### src/hw/rtl/rss_pkg.sv
// Shared types, mode codes and pattern tables for the RGB step scaler.
`timescale 1ns / 1ps
`default_nettype none

package rss_pkg;

    // Scale mode codes: 1..8 are integer factors
    typedef logic [3:0] mode_t;
    localparam mode_t MODE_HALF = 4'd0;
    localparam mode_t MODE_F32  = 4'd9;
    localparam mode_t MODE_F52  = 4'd10;
    localparam mode_t MODE_F72  = 4'd11;

    // Horizontal blend kinds over a held pixel a and current pixel b
    typedef logic [2:0] kind_t;
    localparam kind_t K_A = 3'd0;   // a
    localparam kind_t K_L = 3'd1;   // (3a+b)/4
    localparam kind_t K_M = 3'd2;   // (a+b)/2
    localparam kind_t K_R = 3'd3;   // (a+3b)/4
    localparam kind_t K_B = 3'd4;   // b

    // Output run patterns
    typedef logic [2:0] pat_t;
    localparam pat_t PAT_COPY = 3'd0;
    localparam pat_t PAT_HALF = 3'd1;
    localparam pat_t PAT_F32  = 3'd2;
    localparam pat_t PAT_F52  = 3'd3;
    localparam pat_t PAT_F72  = 3'd4;

    // Per-result control for one channel lane
    typedef struct packed {
        kind_t      kind;
        mode_t      vmode;
        logic [2:0] phase;
    } rss_lane_ctrl_t;

    // Marker flags handed to the output stage
    typedef struct packed {
        logic last_of_run;
        logic end_of_row;
    } rss_flags_t;

    // Pick the scale mode for a source size against a target size
    function automatic mode_t pick_mode(input logic [11:0] s, input logic [14:0] d);
        logic [15:0] s1;
        logic [15:0] dd;
        mode_t       m;
        s1 = (s == 12'd0) ? 16'd1 : {4'd0, s};
        dd = {1'b0, d};
        if ((s1 << 3) <= dd)                           m = 4'd8;
        else if (((s1 << 3) - s1) <= dd)               m = 4'd7;
        else if (((s1 << 2) + (s1 << 1)) <= dd)        m = 4'd6;
        else if (((s1 << 2) + s1) <= dd)               m = 4'd5;
        else if ((s1 << 2) <= dd)                      m = 4'd4;
        else if ((((s1 << 3) - s1) >> 1) <= dd)        m = MODE_F72;
        else if (((s1 << 1) + s1) <= dd)               m = 4'd3;
        else if ((((s1 << 2) + s1) >> 1) <= dd)        m = MODE_F52;
        else if ((s1 << 1) <= dd)                      m = 4'd2;
        else if ((((s1 << 1) + s1) >> 1) <= dd)        m = MODE_F32;
        else if (s1 <= dd)                             m = 4'd1;
        else                                           m = MODE_HALF;
        return m;
    endfunction

    // Blend kind of result number idx within a run pattern
    function automatic kind_t kind_of(input pat_t pat, input logic [2:0] idx);
        kind_t k;
        k = K_A;
        case (pat)
            PAT_HALF: k = K_M;
            PAT_F32: begin
                case (idx)
                    3'd0:    k = K_A;
                    3'd1:    k = K_M;
                    default: k = K_B;
                endcase
            end
            PAT_F52: begin
                case (idx)
                    3'd0:    k = K_A;
                    3'd1:    k = K_L;
                    3'd2:    k = K_M;
                    3'd3:    k = K_R;
                    default: k = K_B;
                endcase
            end
            PAT_F72: begin
                case (idx)
                    3'd0, 3'd1: k = K_A;
                    3'd2:       k = K_L;
                    3'd3:       k = K_M;
                    3'd4:       k = K_R;
                    default:    k = K_B;
                endcase
            end
            default: k = K_A;
        endcase
        return k;
    endfunction

endpackage

`default_nettype wire

### src/hw/rtl/rss_lane.sv
// One color channel lane: horizontal blend on both rows, then vertical blend.
`timescale 1ns / 1ps
`default_nettype none

module rss_lane
    import rss_pkg::*;
(
    input  wire rss_lane_ctrl_t ctrl,
    input  wire logic [7:0]     a_top,
    input  wire logic [7:0]     b_top,
    input  wire logic [7:0]     a_bot,
    input  wire logic [7:0]     b_bot,
    output logic [7:0]          value
);

    logic [9:0] t_hor;
    logic [9:0] u_hor;
    logic [9:0] mid;
    logic [9:0] ver;

    function automatic logic [9:0] hblend(input kind_t k, input logic [7:0] a,
                                          input logic [7:0] b);
        logic [9:0] a10;
        logic [9:0] b10;
        logic [9:0] r;
        a10 = {2'd0, a};
        b10 = {2'd0, b};
        case (k)
            K_A:     r = a10;
            K_L:     r = ((a10 << 1) + a10 + b10) >> 2;
            K_M:     r = (a10 + b10) >> 1;
            K_R:     r = (a10 + (b10 << 1) + b10) >> 2;
            default: r = b10;
        endcase
        return r;
    endfunction

    // Horizontal step for upper and lower rows
    assign t_hor = hblend(ctrl.kind, a_top, b_top);
    assign u_hor = hblend(ctrl.kind, a_bot, b_bot);
    assign mid   = (t_hor + u_hor) >> 1;

    // Vertical step for the requested output row phase
    always_comb begin
        ver = t_hor;
        case (ctrl.vmode)
            MODE_HALF: ver = mid;
            MODE_F32: begin
                if (ctrl.phase == 3'd0)      ver = t_hor;
                else if (ctrl.phase == 3'd1) ver = mid;
                else                         ver = u_hor;
            end
            MODE_F52: begin
                case (ctrl.phase)
                    3'd0:    ver = t_hor;
                    3'd1:    ver = ((t_hor << 1) + t_hor + mid) >> 2;
                    3'd2:    ver = mid;
                    3'd3:    ver = (mid + (u_hor << 1) + u_hor) >> 2;
                    default: ver = u_hor;
                endcase
            end
            MODE_F72: begin
                case (ctrl.phase)
                    3'd0, 3'd1: ver = t_hor;
                    3'd2:       ver = ((t_hor << 1) + t_hor + u_hor) >> 2;
                    3'd3:       ver = mid;
                    3'd4:       ver = (t_hor + (u_hor << 1) + u_hor) >> 2;
                    default:    ver = u_hor;
                endcase
            end
            default: ver = t_hor;
        endcase
    end

    assign value = ver[7:0];

endmodule

`default_nettype wire

### src/hw/rtl/rss_merge.sv
// Output stage: merges the three lane values and markers into one result item.
`timescale 1ns / 1ps
`default_nettype none

module rss_merge
    import rss_pkg::*;
(
    input  wire logic        aclk,
    input  wire logic        aresetn,
    input  wire logic        load_valid,
    output logic             load_ready,
    input  wire logic [7:0]  red,
    input  wire logic [7:0]  green,
    input  wire logic [7:0]  blue,
    input  wire rss_flags_t  flags,
    output logic             m_tvalid,
    input  wire logic        m_tready,
    output logic [23:0]      m_tdata,   // out_red, out_green, out_blue
    output logic             m_tlast,   // last_of_run
    output logic [0:0]       m_tuser    // end_of_row
);

    logic        valid_reg;
    logic [23:0] data_reg;
    rss_flags_t  flags_reg;

    assign load_ready = !valid_reg || m_tready;

    // Valid flag of the output register
    always_ff @(posedge aclk) begin
        if (!aresetn) begin
            valid_reg <= 1'b0;
        end else if (load_ready) begin
            valid_reg <= load_valid;
        end
    end

    // Payload of the output register
    always_ff @(posedge aclk) begin
        if (load_ready && load_valid) begin
            data_reg  <= {blue, green, red};
            flags_reg <= flags;
        end
    end

    assign m_tvalid = valid_reg;
    assign m_tdata  = data_reg;
    assign m_tlast  = flags_reg.last_of_run;
    assign m_tuser  = flags_reg.end_of_row;

endmodule

`default_nettype wire

### src/hw/rtl/rgb_step_scaler.sv
// Top level of the RGB step scaler: config registers, item sequencing, lanes.
`timescale 1ns / 1ps
`default_nettype none

// Each input item carries one pixel of the upper and lower source rows and the
// output row phase. It yields 0 to 8 result items, one per clock. The count is
// set by the horizontal factor:
// - integer k gives k;
// - 1.5, 2.5 and 3.5 give 3, 5 or 7 on odd columns;
// - 0.5 gives 1 on odd columns;
// - even columns of pair modes give none, except a lone last pixel, which gives
//   one copy (none at 0.5).
// The next item is taken in the cycle its predecessor issues its last result.
// Three channel lanes compute one result per cycle into the output register.
// While that result waits on m_tready the issue register stalls, and a new
// item is taken only if the issue register is empty or issues its last
// result. Factors follow from the size registers; the user must see that they
// are written over APB only while idle, which the block does not enforce.
module rgb_step_scaler
    import rss_pkg::*;
#(
    parameter int MAX_SRC_WIDTH = 2048
) (
    input  wire logic        aclk,
    input  wire logic        aresetn,
    // input item stream
    input  wire logic        s_tvalid,
    output logic             s_tready,
    // top_red, top_green, top_blue, bottom_red, bottom_green, bottom_blue,
    // out_row_phase, 5 bits zero pad
    input  wire logic [55:0] s_tdata,
    // result stream
    output logic             m_tvalid,
    input  wire logic        m_tready,
    output logic [23:0]      m_tdata,   // out_red, out_green, out_blue
    output logic             m_tlast,   // last_of_run
    output logic [0:0]       m_tuser,   // end_of_row
    // configuration port
    input  wire logic        psel,
    input  wire logic        penable,
    input  wire logic        pwrite,
    input  wire logic [3:0]  paddr,
    input  wire logic [31:0] pwdata,
    output logic [31:0]      prdata,
    output logic             pready
);

    localparam int          EFF_CAP_I = (MAX_SRC_WIDTH < 2048) ? MAX_SRC_WIDTH : 2048;
    localparam logic [11:0] EFF_CAP   = 12'(EFF_CAP_I);

    localparam logic [1:0] REG_SRC_WIDTH   = 2'd0;
    localparam logic [1:0] REG_DEST_WIDTH  = 2'd1;
    localparam logic [1:0] REG_SRC_HEIGHT  = 2'd2;
    localparam logic [1:0] REG_DEST_HEIGHT = 2'd3;

    // Configuration registers
    logic [11:0] src_width_reg;
    logic [14:0] dest_width_reg;
    logic [11:0] src_height_reg;
    logic [14:0] dest_height_reg;
    logic        cfg_wr;

    // Row state
    logic [10:0] column_reg;
    logic [23:0] held_top_reg;
    logic [23:0] held_bot_reg;

    // Issue register: the item being expanded into results
    logic        item_valid_reg;
    logic [23:0] at_reg;
    logic [23:0] bt_reg;
    logic [23:0] ab_reg;
    logic [23:0] bb_reg;
    pat_t        pat_reg;
    logic [3:0]  cnt_reg;
    logic [2:0]  idx_reg;
    mode_t       vm_reg;
    logic [2:0]  ph_reg;
    logic        eor_reg;

    // Accept-side decode
    logic [23:0] in_top;
    logic [23:0] in_bot;
    logic [2:0]  in_phase;
    logic [11:0] sw_nz;
    logic [11:0] eff;
    mode_t       hmode;
    mode_t       vmode;
    logic        lastcol;
    logic        acc_hold;
    logic        acc_use_held;
    logic [3:0]  acc_cnt;
    pat_t        acc_pat;
    logic        acc_eor;
    logic        s_accept;

    // Issue-side handshake
    logic           out_ready;
    logic           adv;
    logic           last_res;
    rss_lane_ctrl_t lane_ctrl;
    rss_flags_t     res_flags;
    logic [7:0]     lane_val [3];

    // APB write and read
    assign pready = 1'b1;
    assign cfg_wr = psel && penable && pwrite && pready;

    always_ff @(posedge aclk) begin
        if (!aresetn) begin
            src_width_reg   <= 12'd256;
            dest_width_reg  <= 15'd512;
            src_height_reg  <= 12'd192;
            dest_height_reg <= 15'd384;
        end else if (cfg_wr) begin
            unique case (paddr[3:2])
                REG_SRC_WIDTH:   src_width_reg   <= pwdata[11:0];
                REG_DEST_WIDTH:  dest_width_reg  <= pwdata[14:0];
                REG_SRC_HEIGHT:  src_height_reg  <= pwdata[11:0];
                REG_DEST_HEIGHT: dest_height_reg <= pwdata[14:0];
                default: ;
            endcase
        end
    end

    always_comb begin
        unique case (paddr[3:2])
            REG_SRC_WIDTH:   prdata = {20'd0, src_width_reg};
            REG_DEST_WIDTH:  prdata = {17'd0, dest_width_reg};
            REG_SRC_HEIGHT:  prdata = {20'd0, src_height_reg};
            REG_DEST_HEIGHT: prdata = {17'd0, dest_height_reg};
            default:         prdata = 32'd0;
        endcase
    end

    // Unpack input item, pixels as {red, green, blue}
    assign in_top   = {s_tdata[7:0], s_tdata[15:8], s_tdata[23:16]};
    assign in_bot   = {s_tdata[31:24], s_tdata[39:32], s_tdata[47:40]};
    assign in_phase = s_tdata[50:48];

    // Effective row length and scale modes
    assign sw_nz   = (src_width_reg == 12'd0) ? 12'd1 : src_width_reg;
    assign eff     = (sw_nz > EFF_CAP) ? EFF_CAP : sw_nz;
    assign hmode   = pick_mode(eff, dest_width_reg);
    assign vmode   = pick_mode(src_height_reg, dest_height_reg);
    assign lastcol = ({1'b0, column_reg} >= (eff - 12'd1));

    // Decide the run this item starts
    always_comb begin
        acc_hold     = 1'b0;
        acc_use_held = 1'b0;
        acc_cnt      = 4'd0;
        acc_pat      = PAT_COPY;
        acc_eor      = lastcol;
        if (hmode >= 4'd1 && hmode <= 4'd8) begin
            acc_cnt = hmode;
        end else if (!column_reg[0]) begin
            if (lastcol) begin
                // lone last pixel: one copy, none when halving
                acc_cnt = (hmode != MODE_HALF) ? 4'd1 : 4'd0;
            end else begin
                acc_hold = 1'b1;
            end
        end else begin
            acc_use_held = 1'b1;
            case (hmode)
                MODE_HALF: begin
                    acc_cnt = 4'd1;
                    acc_pat = PAT_HALF;
                    acc_eor = (({1'b0, column_reg} + 12'd2) >= eff);
                end
                MODE_F32: begin
                    acc_cnt = 4'd3;
                    acc_pat = PAT_F32;
                end
                MODE_F52: begin
                    acc_cnt = 4'd5;
                    acc_pat = PAT_F52;
                end
                default: begin
                    acc_cnt = 4'd7;
                    acc_pat = PAT_F72;
                end
            endcase
        end
    end

    // Handshakes between accept, issue and output
    assign last_res = item_valid_reg && ({1'b0, idx_reg} == (cnt_reg - 4'd1));
    assign adv      = item_valid_reg && out_ready;
    assign s_tready = !item_valid_reg || (adv && last_res);
    assign s_accept = s_tvalid && s_tready;

    // Row state update on every accepted item
    always_ff @(posedge aclk) begin
        if (!aresetn) begin
            column_reg   <= 11'd0;
            held_top_reg <= 24'd0;
            held_bot_reg <= 24'd0;
        end else if (s_accept) begin
            column_reg <= lastcol ? 11'd0 : (column_reg + 11'd1);
            if (acc_hold) begin
                held_top_reg <= in_top;
                held_bot_reg <= in_bot;
            end
        end
    end

    // Issue register control
    always_ff @(posedge aclk) begin
        if (!aresetn) begin
            item_valid_reg <= 1'b0;
            idx_reg        <= 3'd0;
        end else if (s_accept) begin
            item_valid_reg <= (acc_cnt != 4'd0);
            idx_reg        <= 3'd0;
        end else if (adv) begin
            if (last_res) begin
                item_valid_reg <= 1'b0;
            end
            idx_reg <= idx_reg + 3'd1;
        end
    end

    // Issue register payload
    always_ff @(posedge aclk) begin
        if (s_accept) begin
            at_reg  <= acc_use_held ? held_top_reg : in_top;
            ab_reg  <= acc_use_held ? held_bot_reg : in_bot;
            bt_reg  <= in_top;
            bb_reg  <= in_bot;
            pat_reg <= acc_pat;
            cnt_reg <= acc_cnt;
            vm_reg  <= vmode;
            ph_reg  <= in_phase;
            eor_reg <= acc_eor;
        end
    end

    // Channel lanes, red in pixel bits 23:16
    assign lane_ctrl.kind  = kind_of(pat_reg, idx_reg);
    assign lane_ctrl.vmode = vm_reg;
    assign lane_ctrl.phase = ph_reg;

    for (genvar ch = 0; ch < 3; ch++) begin : g_lane
        rss_lane u_lane (
            .ctrl  (lane_ctrl),
            .a_top (at_reg[23 - 8*ch -: 8]),
            .b_top (bt_reg[23 - 8*ch -: 8]),
            .a_bot (ab_reg[23 - 8*ch -: 8]),
            .b_bot (bb_reg[23 - 8*ch -: 8]),
            .value (lane_val[ch])
        );
    end

    assign res_flags.last_of_run = last_res;
    assign res_flags.end_of_row  = last_res && eor_reg;

    rss_merge u_merge (
        .aclk       (aclk),
        .aresetn    (aresetn),
        .load_valid (item_valid_reg),
        .load_ready (out_ready),
        .red        (lane_val[0]),
        .green      (lane_val[1]),
        .blue       (lane_val[2]),
        .flags      (res_flags),
        .m_tvalid   (m_tvalid),
        .m_tready   (m_tready),
        .m_tdata    (m_tdata),
        .m_tlast    (m_tlast),
        .m_tuser    (m_tuser)
    );

    // The result index never runs past the run length
    a_idx_in_run: assert property (@(posedge aclk) disable iff (!aresetn)
        item_valid_reg |-> ({1'b0, idx_reg} < cnt_reg))
        else $error("result index beyond run length");

    // A run that is not finished stays in the issue register
    a_run_continues: assert property (@(posedge aclk) disable iff (!aresetn)
        (adv && !last_res) |=> (item_valid_reg && idx_reg == $past(idx_reg) + 3'd1))
        else $error("run ended early");

    // A stalled run holds its position
    a_stall_holds: assert property (@(posedge aclk) disable iff (!aresetn)
        (item_valid_reg && !out_ready) |=> (item_valid_reg && $stable(idx_reg)))
        else $error("stalled run moved");

endmodule

`default_nettype wire
### config.mk
export PLATFORM = sky130hd
export DESIGN_NAME = rgb_step_scaler
export DESIGN_NICKNAME = d
export VERILOG_FILES = /design/src/hw/rtl/rss_pkg.sv /design/src/hw/rtl/rss_lane.sv /design/src/hw/rtl/rss_merge.sv /design/src/hw/rtl/rgb_step_scaler.sv
export SDC_FILE = /design/constraint.sdc
export NUM_CORES = 2
export LEC_CHECK = 0
export ABC_AREA = 1
export BUFFER_PORTS_ARGS = -buffer_cell sky130_fd_sc_hd__buf_2
export CAP_MARGIN = 20
export CORE_ASPECT_RATIO = 1.4
export CORE_MARGIN = 5
export CORE_UTILIZATION = 60
export CTS_CLUSTER_DIAMETER = 100
export DETAILED_ROUTE_END_ITERATION = 8
export PLACE_DENSITY_LB_ADDON = 0.25
export SLEW_MARGIN = 5
export SYNTH_ARGS = -nofsm -noshare
export SYNTH_HDL_FRONTEND = slang
export SYNTH_SLANG_ARGS = --single-unit
### constraint.sdc
create_clock -name aclk -period 10.15 [get_ports aclk]
set_clock_uncertainty 0.2 [all_clocks]
set_input_delay 1.015 -clock aclk [delete_from_list [all_inputs] [get_ports aclk]]
set_output_delay 1.015 -clock aclk [all_outputs]
set_load 0.1 [all_outputs]
==> flow_metrics.py <==
metrics = {
    "critical_path": {
        "arrival_ps": 8620,
        "critical_path.max_fanout": 49,
        "crit_type": "reg2reg",
        "r2r_end": "held_top_reg[0]",
        "required_ps": 10500,
        "startpoint_type": "flip-flop",
        "slowest_delay_ps": 1020,
        "critPathSlowestCell": "inv_2",
        "worstSetupEndpointType": "flip-flop",
        "rr_worst_depth": 41,
        "timing.critical_path.mode_cell": "nand2_1",
        "worst-r2r-setup-slack_ps": 1880,
        "reg2reg_from": "src_width_reg[11]",
    },
    "layout": {
        "areaGrowthSynthToFinish_pct": 5.809,
        "drive_gt1_frac": 0.06986,
        "multi_input_area_sq_um": 29240,
        "final_cell_mix": "1278 x nand2_1, 745 x inv_1, 644 x ha_1",
        "fillCellCount": 6143,
        "seq_area_sq_um": 6476,
        "fin_area_sq_um": 41570,
        "final_nets": 6564,
        "layout_commonest_cell": "nand2_1",
    },
    "global_routing": {
        "grt-ovfl-total": 0,
        "first_global_vias": 36770,
        "grt_antenna_before_repair": 6,
        "grt_start_max_net_pins": 107,
        "grt_pass1_wl_um": 186100,
        "track_usage": 0.3231,
    },
    "clocking": {
        "clock-sinks": 255,
        "postCtsHoldBufs": 0,
        "cts_resized": 0,
        "numCtsBuffers": 28,
        "ctsLongestPathBuffers": 3,
        "root_buffer": "clkbuf_16",
        "htreeDepth": 1,
        "clock_latency_ps": 620,
        "clk_pin_slew_ps": 70,
        "cts_tree": "built",
        "cts_setup_buffers": 0,
    },
    "synthesis": {
        "avgSynthCellArea_sq_um": 7.028,
        "yosys_register_bits": 255,
        "syn_area_sq_um": 39290,
        "ys_seq_area_frac": 0.1648,
        "synth_top_flop_cell": "edfxtp_1",
        "ys_types": 78,
        "synth_edf_count": 137,
        "yosys_warnings": 0,
        "syn_inst": 5590,
        "synthArstFlopShare": 0,
    },
    "route": {
        "drt-pass1-iter-count": 8,
        "ant_nets": 0,
        "drt-initial-drc-count": 2868,
        "avgRoutedWirePerCell_um": 18.08,
        "num_vias": 38360,
        "vias_per_cell": 5.868,
        "wl_um": 118200,
        "drc_errors": 0,
    },
    "sta": {
        "max_freq_ghz": 0.1209,
        "min_period_over_period": 0.8149,
        "setup_tns_ps": 0,
        "rsz0062_at_grt": "false",
        "tightest_slew_ps": 1104,
        "relSlewSlack": 0.2639,
        "fin_crit_ps": 8272,
        "finalHoldViolCount": 0,
        "finalSetupViolCount": 0,
        "slew_violations": 0,
    },
    "floorplanning": {
        "die_width_um": 226.3,
        "die_h_um": 312.8,
        "die-area_sq_um": 70770,
        "start_util": 0.6019,
        "io_pins": 160,
        "core_area_sq_um": 65280,
        "num_rows": 111,
    },
    "pwr": {
        "p_int_mw": 3.487,
        "p_switching_mw": 3.703,
        "p_per_area_nw_per_um2": 172.9,
        "clkPwrFrac": 0.149,
        "ir_drop_mv": 0.2049,
        "power_frac_seq": 0.184,
        "leakage_nw": 21.22,
        "p_sw_frac": 0.5150,
        "combPwrFrac": 0.667,
    },
    "place": {
        "place_area_sq_um": 40610,
        "post-dp-hpwl_um": 92870,
        "place_congestion": 0.9876,
        "io_buffers": 117,
    },
    "worst_hold_path": {
        "hold_path_class": "reg2reg",
        "min-delay-start": "held_bot_reg[1]",
        "min_to": "held_bot_reg[1]",
        "min_delay_path_depth": 2,
    },
    "flow_run": {
        "drv_cap": 0,
    },
    "status": {
        "outcome": "completed",
    },
}
[power groups by stage]
stage	Sequential (mW)	Combinational [mW]	Clock (mW)
3_3_place_gp	1.34	4.59	0
3_5_place_dp	1.34	4.69	0
2_1_floorplan	1.45	3.57	0
6_report	1.32	4.80	1.07
5_1_grt	1.33	5.44	1.12
4_1_cts	1.32	4.73	1.08
[Yosys cell counts, drive strengths merged (78+ instances only)]
| cell type | instances | area, sq um |
|---|---|---|
| dfxtp | 118 | 2362 |
| nor3 | 78 | 400.4 |
| xor2 | 93 | 829.5 |
| nor2 | 407 | 1632 |
| nand2 | 1318 | 5092 |
| o21ai | 329 | 1665 |
| fa | 160 | 3203 |
| nand4 | 101 | 656.9 |
| nand3 | 323 | 1682 |
| a21oi | 565 | 2862 |
| ha | 644 | 8058 |
| edfxtp | 137 | 4114 |
| inv | 774 | 2918 |
[routing by layer]
metal	global-route usage	share of wire	up-vias
met5	0	0.00039	-
met3	0.04075	0.063	484
met1	0.3550	0.37	17480
li1	-	-	18990
met4	0.1912	0.068	6
met2	0.5888	0.50	1396
[kinds of logic after synthesis]
group / share of synthesized area
compound gates: 0.1659
xor+xnor: 0.02936
fa+ha+maj: 0.2866
buf+inv: 0.09321
flops: 0.1648
other cells: 0.0001911
simple gates: 0.2599
[metrics by stage]
step / hold slack [ps] / power, mW / worst slack [ps] / utilization / cells
final: 283.6 / 7.190 / 1878 / 0.6369 / 6537
after floorplan: 253.8 / 5.022 / 3837 / - / 5606
after global placement: 264.6 / 5.924 / 2111 / 0.6222 / 6478
after global routing: 302.5 / 7.900 / 1237 / 0.6366 / 6530
after CTS: 287.1 / 7.129 / 1946 / 0.6366 / 6530
after detailed placement: 272.2 / 6.034 / 1989 / 0.6222 / 6478
[how the worst max path moves through the flow]
stage / to / depth (start not counted) / from
after floorplan: u_merge.m_tdata[23] / 32 / ab_reg[3]
after global placement: held_top_reg[0] / 41 / src_width_reg[11]
after detailed placement: held_top_reg[13] / 41 / src_width_reg[11]
after CTS: held_top_reg[0] / 41 / src_width_reg[11]
after global routing: held_top_reg[0] / 41 / src_width_reg[11]
final: held_top_reg[0] / 41 / src_width_reg[11]
[worst max-delay path: cells and delay by family, from the launching register on]
family,cells,cell delay (ps)
adders and majority gates,3,980
AOI/OAI and AO/OA,11,1630
buffers and inverters,5,1810
DFF,1,500
and+or+nand+nor,22,2980
[cell type report]
type                    instances  area share
clock buffers                  31     0.01737
diodes                          7   0.0004214
clock inverters                21    0.005297
inverters                     778     0.07061
flip-flops and latches        255      0.1558
multi-input cells            4440      0.7035
well taps                     847     0.02549
repair buffers                158     0.02155
No activity file was read; power rests on OpenSTA's default activity.
